File: config.mk
export PLATFORM = sky130hd
export DESIGN_NAME = stbs_ctrl
export DESIGN_NICKNAME = d
export VERILOG_FILES = /design/src/hdl/stbs_pkg.sv /design/src/hdl/stbs_ctrl.sv
export SDC_FILE = /design/constraint.sdc
export NUM_CORES = 1
export LEC_CHECK = 0
export ABC_CLOCK_PERIOD_IN_PS = 1010
export BUFFER_PORTS_ARGS = -buffer_cell sky130_fd_sc_hd__buf_2
export CORE_AREA = 8 8 45 47
export CTS_BUF_LIST = sky130_fd_sc_hd__clkbuf_16
export DETAILED_ROUTE_END_ITERATION = 12
export DIE_AREA = 0 0 53 55
export SLEW_MARGIN = 20
export SYNTH_ARGS = -nofsm -noshare
export SYNTH_HDL_FRONTEND = slang
export SYNTH_SLANG_ARGS = --single-unit
File: constraint.sdc
create_clock -name clk -period 1.01 [get_ports clk]
set_clock_uncertainty 0.15 [all_clocks]
set_input_delay 0.0505 -clock clk [delete_from_list [all_inputs] [get_ports clk]]
set_output_delay 0.0505 -clock clk [all_outputs]
set_load 0.1 [all_outputs]
File: src/hdl/stbs_pkg.sv
// ----------------------------------------------------------------------------
// stbs_pkg
// Widths, codes and controller/datapath signal groups of the search block.
// ----------------------------------------------------------------------------
`timescale 1ns / 1ps

package stbs_pkg;

    localparam int IDX_W           = 10;
    localparam int DATA_W          = 32;
    localparam int PADDR_W         = 3;
    localparam int PDATA_W         = 32;
    localparam int DEF_TABLE_DEPTH = 1024;

    localparam logic [IDX_W-1:0] RANGE_FIRST_RST = 10'd0;
    localparam logic [IDX_W-1:0] RANGE_LAST_RST  = 10'd1023;

    // Item opcodes
    localparam logic OP_WRITE  = 1'b0;
    localparam logic OP_SEARCH = 1'b1;

    // Register select, taken from paddr[2]
    localparam logic REG_RANGE_FIRST = 1'b0;
    localparam logic REG_RANGE_LAST  = 1'b1;

    typedef struct packed {
        logic wr_en;    // store the input item in the table
        logic start;    // load key and bounds of a search
        logic probe;    // register midpoint and read the table there
        logic compare;  // narrow the range or record the hit
        logic publish;  // move the result into the output register
    } stbs_cmd_t;

    typedef struct packed {
        logic range_empty;  // configured range holds no entry
        logic hit;          // probed entry equals the key
        logic miss;         // range runs empty after this probe
        logic out_free;     // output register can take a result
    } stbs_sts_t;

endpackage

File: src/hdl/stbs_ctrl.sv
// ----------------------------------------------------------------------------
// stbs_ctrl
// Sequencer: accepts items, steps the probe loop, hands off the result.
// ----------------------------------------------------------------------------
`timescale 1ns / 1ps

module stbs_ctrl import stbs_pkg::*;
(
    input  logic      clk,
    input  logic      rst_n,
    input  logic      req_valid,
    input  logic      req_op,
    output logic      req_ready,
    input  stbs_sts_t sts,
    output stbs_cmd_t cmd
);

    localparam logic [1:0] S_IDLE  = 2'd0;
    localparam logic [1:0] S_PROBE = 2'd1;
    localparam logic [1:0] S_CMP   = 2'd2;
    localparam logic [1:0] S_DONE  = 2'd3;

    logic [1:0] state_reg;
    logic [1:0] state_next;
    logic       accept;

    assign req_ready = (state_reg == S_IDLE);
    assign accept    = req_valid && req_ready;

    always_comb
    begin
        state_next = state_reg;
        cmd        = '0;
        case (state_reg)
            S_IDLE:
            begin
                if (accept)
                begin
                    if (req_op == OP_SEARCH)
                    begin
                        cmd.start  = 1'b1;
                        state_next = sts.range_empty ? S_DONE : S_PROBE;
                    end
                    else
                    begin
                        cmd.wr_en = 1'b1;
                    end
                end
            end
            S_PROBE:
            begin
                cmd.probe  = 1'b1;
                state_next = S_CMP;
            end
            S_CMP:
            begin
                cmd.compare = 1'b1;
                state_next  = (sts.hit || sts.miss) ? S_DONE : S_PROBE;
            end
            S_DONE:
            begin
                // hold until the output register drains
                if (sts.out_free)
                begin
                    cmd.publish = 1'b1;
                    state_next  = S_IDLE;
                end
            end
            default:
            begin
                state_next = S_IDLE;
            end
        endcase
    end

    always_ff @(posedge clk or negedge rst_n)
    begin
        if (!rst_n)
        begin
            state_reg <= S_IDLE;
        end
        else
        begin
            state_reg <= state_next;
        end
    end

endmodule

### Yosys cells after proc, flatten, opt, wreduce, memory -nomap -nowiden

Index checks and enable logic that the tools add are counted.

| storage, ports and cells | value |
|---|---|
| output and inout bits | 6 |
| logic and storage cells | 25 |
| register bits after elaboration | 2 |
| input bits | 8 |

| cells by class | value |
|---|---|
| eq/ne operators | 6 |
| mux-type cells | 14 |
| reductions and logical operators | 4 |

Operators by type and width:

| operator | number |
|---|---|
| $mux W2 | 7 |
| $pmux W2 S4 | 1 |
| $mux W1 | 6 |
| $eq A2 B2 Y1 const B | 2 |
| $ne A2 B2 Y1 const B | 2 |
| $reduce_and A3 Y1 | 1 |
| $eq A2 B1 Y1 const B | 1 |
| $logic_not A2 Y1 | 1 |
| $ne A2 B1 Y1 const B | 1 |
| $logic_and A1 B1 Y1 | 1 |
| $logic_or A1 B1 Y1 | 1 |

### Depth between registers and ports, before layout

Gate-level depths: netlist of the first run.

| logic depth | value |
|---|---|
| depth after elaboration | 4 |
| mapped depth | 2 |
| gate-level depth less buffers | 2 |

### Worst setup path before layout of the first run

Ideal clock, no wire load.

| timing path | value |
|---|---|
| path type | reg2out |
| from | register state_reg[0] |
| to | output port cmd[4] (netlist name) |
| data arrival time | 3,582 ps |
| path slack | -2,772 ps |
| buffers on the path | 0 |
| stages on the path, launching flop included | 2 |
| required time | 809 ps |
| cell sequence | dfrtp_1 -> nor4b_1 |

RTL lines:

| element | RTL line | source |
|---|---|---|
| from (decl) | stbs_ctrl.sv:23 | `logic [1:0] state_reg;` |
| from (signal assigned) | stbs_ctrl.sv:84 | `state_reg <= state_next;` |
| to (decl) | stbs_ctrl.sv:15 | `output stbs_cmd_t cmd` |

==> summary.md, run 1 <==
| Metric | Value |
|---|---|
| Post-CTS Hold Fix Bufs | 2 |
| RSZ-0062 raised after global routing | true |
| Area delta synth->final | 292% |
| Clock root buffer | clkbuf_16 |
| Total Routing Usage GR | 0.0469 |
| Setup WS post-layout | -389 ps |
| Synth top cells by count | and3_1 (2), dfrtp_1 (2), nor2_1 (2) |
| Synth top area cells | dfrtp_1 (39%), a221oi_2 (12%), and3_1 (9.7%) |
| Full die area | 0.00292 mm^2 |
| Leak pwr | 0.232 nW |
| Tot Pwr | 2.23 mW |
| CTS buffer count | 3 |
| Hold path startpoint | sts[3] |
| Routed len/inst | 10.9 um |
| Initial antenna violation count | 0 |
| Die extent in y | 55 um |
| Multi-input logic area | 123 um^2 |
| Startpoint of the worst register-to-register path | state_reg[1] |
| Max H-tree Level | 1 |
| CP cell instances | nor4b_4 -> buf_12 |
| Clk slew on worst S/H paths | 30 ps |
| Period minus WS final | 1400 ps |
| Number of buffers added on ports | 13 |
| Peak supply drop | 0.910 mV |
| Core Util, Final | 0.365 |
| Final setup viols | 8 |
| CP Data Required Time | 810 ps |
| Final Slew Violations | 0 |
| Synth area leader | dfrtp_1 |
| Async S/R FF share, synth | 1.00 |
| Sink Count | 2 |
| Vias per cell | 3.76 |
| Crit path DAT | 1200 ps |
| Post-synth EDFFs | 0 |
| Sequential area share after synthesis | 0.388 |
| Post-route ant nets | 0 |
| # fillers | 139 |
| Max FO, Critical Path | 6 |
| Failing checks | negative hold slack, negative setup slack |
| Detailed Route Iter0 Violations | 0 |
| CTS tree | done |
| Crit path buf inv count | 1 |
| Largest net degree at the start of global routing | 7 |
| Final global-route overflow total | 0 |
| Syn nets | 22 |
| Dpl hpwl | 442 um |
| Relative slew slack | 0.832 |
| Critical path endpoint category | primary output |
| FMAX | 715 MHz |
| Post-Syn Area | 129 um^2 |
| Gpl congestion | 0.690 |
| Area of all sequential standard cells | 52.6 um^2 |
| Initial Util | 0.0931 |
| Vias | 203 |
| R2r endpoint | state_reg[1] |
| Detailed Routing Iterations Pass 1 | 1 |
| Post-synthesis instance total | 14 |
| CTS Buffer Depth | 2 |
| Antenna diode count | 0 |
| R2R cell count | 3 |
| Routed WL | 586 um |
| Placed insts | 46 |
| Main synth FF type | dfrtp_1 |
| Hold Fails Final Rpt | 1 |
| Number of global-route vias before repair | 232 |
| DRC | 0 |
| Worst skew pair latency | 220 ps |
| Pwr Density | 4410 mW/mm^2 |
| Slew @ Worst Pin | 251 ps |
| Setup TNS | -2180 ps |
| Top cell family by delay on the critical path | flip-flops |
| Nets | 48 |
| Max cap viols | 0 |
| Hold path endpoint | state_reg[1] |
| R2R Setup Slk | -170 ps |
| Number of synthesized register bits | 2 |
| Post-synth top area share | 0.388 |
| CP Launch Type | flop |
| Largest stage delay on the critical path | 450 ps |
| Status | finished, violations left |
| Non-Filler Instances | 54 |
| Share of layout cells above drive strength 1 | 0.842 |
| Global-route wire length before repair | 883 um |
| WS Path Type | reg -> out |
| FP Rows | 14 |
| Slowest cell on the critical path | dfrtp_2 |
| WHS | -31.9 ps |
| Synth Area per Inst | 9.21 um^2 |
| Period utilization | 1.38 |
| Ys Warns | 0 |
| Yosys cell types | 11 |
| Min-Delay Path Class | in -> reg |
| Largest register FFs | 2 |
| Die W | 53 um |
| Core box area | 0.00138 mm^2 |
| IO Pins | 14 |
| Hold depth | 3 |
-- tightest hold or removal path, cell delays in order --
cell      delay (ps)
buf_2             90
nand3_1           80
a221oi_2          60
-- cell families after synthesis --
kind of cell / after synthesis / share of synthesized area
compound gates: 3 / 0.204
buf+inv: 1 / 0.0291
flops: 2 / 0.388
simple gates: 8 / 0.379
-- worst max path at each step --
| stage | cells after the start | slack, ps | startpoint | to |
|---|---|---|---|---|
| after floorplan | 1 | -740 | state_reg[1] | cmd[4] |
| after global placement | 2 | -150 | state_reg[1] | cmd[4] |
| after detailed placement | 2 | -170 | state_reg[1] | cmd[4] |
| after CTS | 2 | -400 | state_reg[1] | cmd[4] |
| after global routing | 2 | -440 | state_reg[1] | cmd[4] |
| final | 2 | -390 | state_reg[1] | cmd[4] |
-- where the power goes --
part	leakage, nW	switching [mW]	internal (mW)
clock network	0.0370	0.0909	0.504
registers	0.0205	0.0986	0.129
logic	0.175	0.790	0.615
-- layer usage --
layer,up-vias,part of all wire,GRT usage
met4,0,0,0.0647
met1,94,0.30,0.0288
met5,-,0,0
met2,9,0.57,0.0781
met3,0,0.12,0.0321
li1,100,-,-
-- area by class of cell --
class / count / area share
repair buffers: 21 / 0.458
multi-input cells: 11 / 0.243
inverters: 1 / 0.00743
well taps: 16 / 0.0396
clock buffers: 3 / 0.149
flip-flops and latches: 2 / 0.104
-- placed cells by master (no fill, tap or decap) --
master	Yosys	layout
buf_2	0	7
a221oi_2	1	1
dlygate4sd3_1	0	2
nand3_1	1	1
and3_4	0	1
and3_2	0	1
nor2_1	2	1
buf_12	0	6
clkbuf_16	0	3
buf_6	0	3
nor2_4	0	1
buf_4	0	3
nor2b_4	0	2
nor4b_4	0	1
a21oi_1	1	1
inv_1	1	1
dfrtp_2	0	2
o22ai_2	0	1
-- per-stage QoR --
step | instance area, um^2 | worst slack [ps]
final | 505 | -389
after global routing | 505 | -436
after CTS | 488 | -400
after detailed placement | 365 | -168
after global placement | 365 | -151
after floorplan | 168 | -741
-- what timing repair did --
action                                  CTS  global route
hold endpoints to repair                  4             1
endpoints found under the setup margin    8             8
pin swaps                                 2             3
buffers inserted                          2             1
resized for setup                         3             2
Note: power is estimated with default switching activity, not from simulation.
==> run 2: changes to the inputs <==
==> constraint.sdc (replaced) <==
create_clock -name clk -period 1.01 [get_ports clk]
set_clock_uncertainty 0.15 [all_clocks]
set_input_delay 0.202 -clock clk [delete_from_list [all_inputs] [get_ports clk]]
set_output_delay 0.202 -clock clk [all_outputs]
set_load 0.1 [all_outputs]
==> summary.md, run 2 (synthesized netlist as in run 1, its figures left out) <==
| Metric | Value |
|---|---|
| RSZ-0062 raised after global routing | true |
| CP Launch Type | flop |
| CTS tree | done |
| Period minus WS final | 1550 ps (+152 ps) |
| Die W | 53 um (unchanged) |
| Crit path DAT | 1200 ps (about the same) |
| Routed WL | 551 um (-6.0%) |
| DRC | 0 (unchanged) |
| WHS | 32.2 ps (+64.1 ps) |
| Period utilization | 1.54 (+0.151) |
| Initial Util | 0.0931 (unchanged) |
| Most common library cell in the layout ignoring fill and taps | buf_2 |
| Setup WS post-layout | -541 ps (-152 ps) |
| Clk pwr share | 0.284 (+0.017) |
| Status | finished, violations left |
| Final Slew Violations | 0 (unchanged) |
| Largest net degree at the start of global routing | 7 (unchanged) |
| CTS Buffer Depth | 2 (unchanged) |
| Slew @ Worst Pin | 255 ps (+4.73 ps) |
| Post-route ant nets | 0 (unchanged) |
| Full die area | 0.00292 mm^2 (unchanged) |
| Detailed Routing Iterations Pass 1 | 1 (unchanged) |
| Relative slew slack | 0.829 (-0.00316) |
| Peak supply drop | 0.958 mV (+5.3%) |
| Vias per cell | 3.78 (+0.60%) |
| Pwr Density | 4300 mW/mm^2 (-2.4%) |
| Max cap viols | 0 (unchanged) |
| Largest stage delay on the critical path | 450 ps (about the same) |
| P_int | 1.17 mW (-6.2%) |
| Switch share | 0.447 (+0.00706) |
| Nets | 48 (unchanged) |
| Leak pwr | 0.227 nW (-2.2%) |
| Hold depth | 2 (-1) |
| Core box area | 0.00138 mm^2 (unchanged) |
| CP cell instances | nor4b_4 -> buf_12 |
| Max FO, Critical Path | 6 (unchanged) |
| Hold Fails Final Rpt | 0 (-1) |
| Max H-tree Level | 1 (unchanged) |
| Critical path endpoint category | primary output |
| Vias | 208 (+2.5%) |
| Slowest cell on the critical path | dfrtp_2 |
| Most frequent cells in the layout | buf_2 (7), buf_12 (6), buf_4 (6) |
| Global-route wire length before repair | 883 um (unchanged) |
| R2r endpoint | state_reg[1] |
| Share of layout cells above drive strength 1 | 0.846 (+0.00405) |
| CTS buffer count | 3 (unchanged) |
| Failing checks | negative setup slack |
| Startpoint of the worst register-to-register path | state_reg[1] |
| Number of buffers added on ports | 13 (unchanged) |
| Antenna diode count | 0 (unchanged) |
| Flop pwr share | 0.108 (+0.006) |
| IO Pins | 14 (unchanged) |
| Psw | 946 uW (-3.5%) |
| WS Path Type | reg -> out |
| Number of global-route vias before repair | 228 (-1.7%) |
| Clock root buffer | clkbuf_16 |
| Area delta synth->final | 282% |
| CP startpoint | state_reg[1] |
| Hold path startpoint | sts[0] |
| Gpl congestion | 0.656 (-4.9%) |
| Routed len/inst | 10.0 um (-7.7%) |
| Core Util, Final | 0.355 (-0.00994) |
| R2R Setup Slk | -230 ps (-60 ps) |
| Comb pwr share | 0.608 (-0.023) |
| CP Data Required Time | 660 ps (-150 ps) |
| Clk slew on worst S/H paths | 30 ps (about the same) |
| Largest register FFs | 2 (unchanged) |
| Min-Delay Path Class | in -> reg |
| Final setup viols | 8 (unchanged) |
| Total Routing Usage GR | 0.0416 (-0.00539) |
| FP Rows | 14 (unchanged) |
| DP Worst Slack | -319 ps (-150 ps) |
| Sink Count | 2 (unchanged) |
| Hold path endpoint | state_reg[0] |
| Initial antenna violation count | 0 (unchanged) |
| R2R cell count | 3 (unchanged) |
| Die extent in y | 55 um (unchanged) |
| Final global-route overflow total | 0 (unchanged) |
| Detailed Route Iter0 Violations | 0 (unchanged) |
| Worst skew pair latency | 220 ps (about the same) |
| FMAX | 645 MHz (-9.8%) |
## run 2: worst max path at each step
| stage | end | slack, ps | cells after the start |
|---|---|---|---|
| finish | cmd[4] | -540 | 2 |
| global route | cmd[4] | -600 | 2 |
| CTS | cmd[4] | -550 | 2 |
| detailed placement | cmd[4] | -320 | 2 |
| global placement | cmd[4] | -300 | 2 |
| floorplan | cmd[4] | -890 | 1 |
## run 2: worst max-delay path, delay by kind of cell (launching register included)
family        cells  cell delay, ps
buf+inv           1             210
simple gates      1             320
flops             1             450
## run 2: metal layers
metal  up-vias  wire length [um]  global-route usage
met2         8               282              0.0645
met5         -                 0                   0
met3         0                88              0.0348
li1        101                 -                   -
met4         0                 0              0.0259
met1        99               180              0.0365
## run 2: power by group through the flow
stage	sequential, mW	clock [mW]	combinational (mW)
after detailed placement	0.224	0	1.23
final	0.228	0.600	1.29
after global routing	0.240	0.628	1.34
after CTS	0.229	0.613	1.30
after floorplan	0.214	0	0.730
after global placement	0.217	0	1.23
## run 2: final cells by class
| cell class | instances | area, um^2 |
|---|---|---|
| clock inverters | 1 | 3.75 |
| fillers | 145 | 892 |
| well taps | 16 | 20.0 |
| repair buffers | 21 | 221 |
| flip-flops and latches | 2 | 52.6 |
| inverters | 1 | 3.75 |
| multi-input cells | 11 | 115 |
| clock buffers | 3 | 75.1 |
## run 2: through the flow
| step | total power, mW | instances | cell area, um^2 | TNS [ps] |
|---|---|---|---|---|
| global placement | 1.45 | 49 | 382 | -1940 |
| finish | 2.12 | 55 | 492 | -3100 |
| CTS | 2.14 | 55 | 492 | -3190 |
| floorplan | 0.944 | 14 | 161 | -4540 |
| detailed placement | 1.45 | 49 | 382 | -2020 |
| global route | 2.21 | 55 | 492 | -3470 |
## run 2: what timing repair did
| item | CTS | global route |
|---|---|---|
| endpoints found under the setup margin | 8 | 8 |
| endpoints found under the hold margin | 2 | 0 |
| setup buffers | 1 | 0 |
| gates resized for setup | 4 | 0 |
| pin swaps | 2 | 1 |
| hold buffers | 1 | 0 |
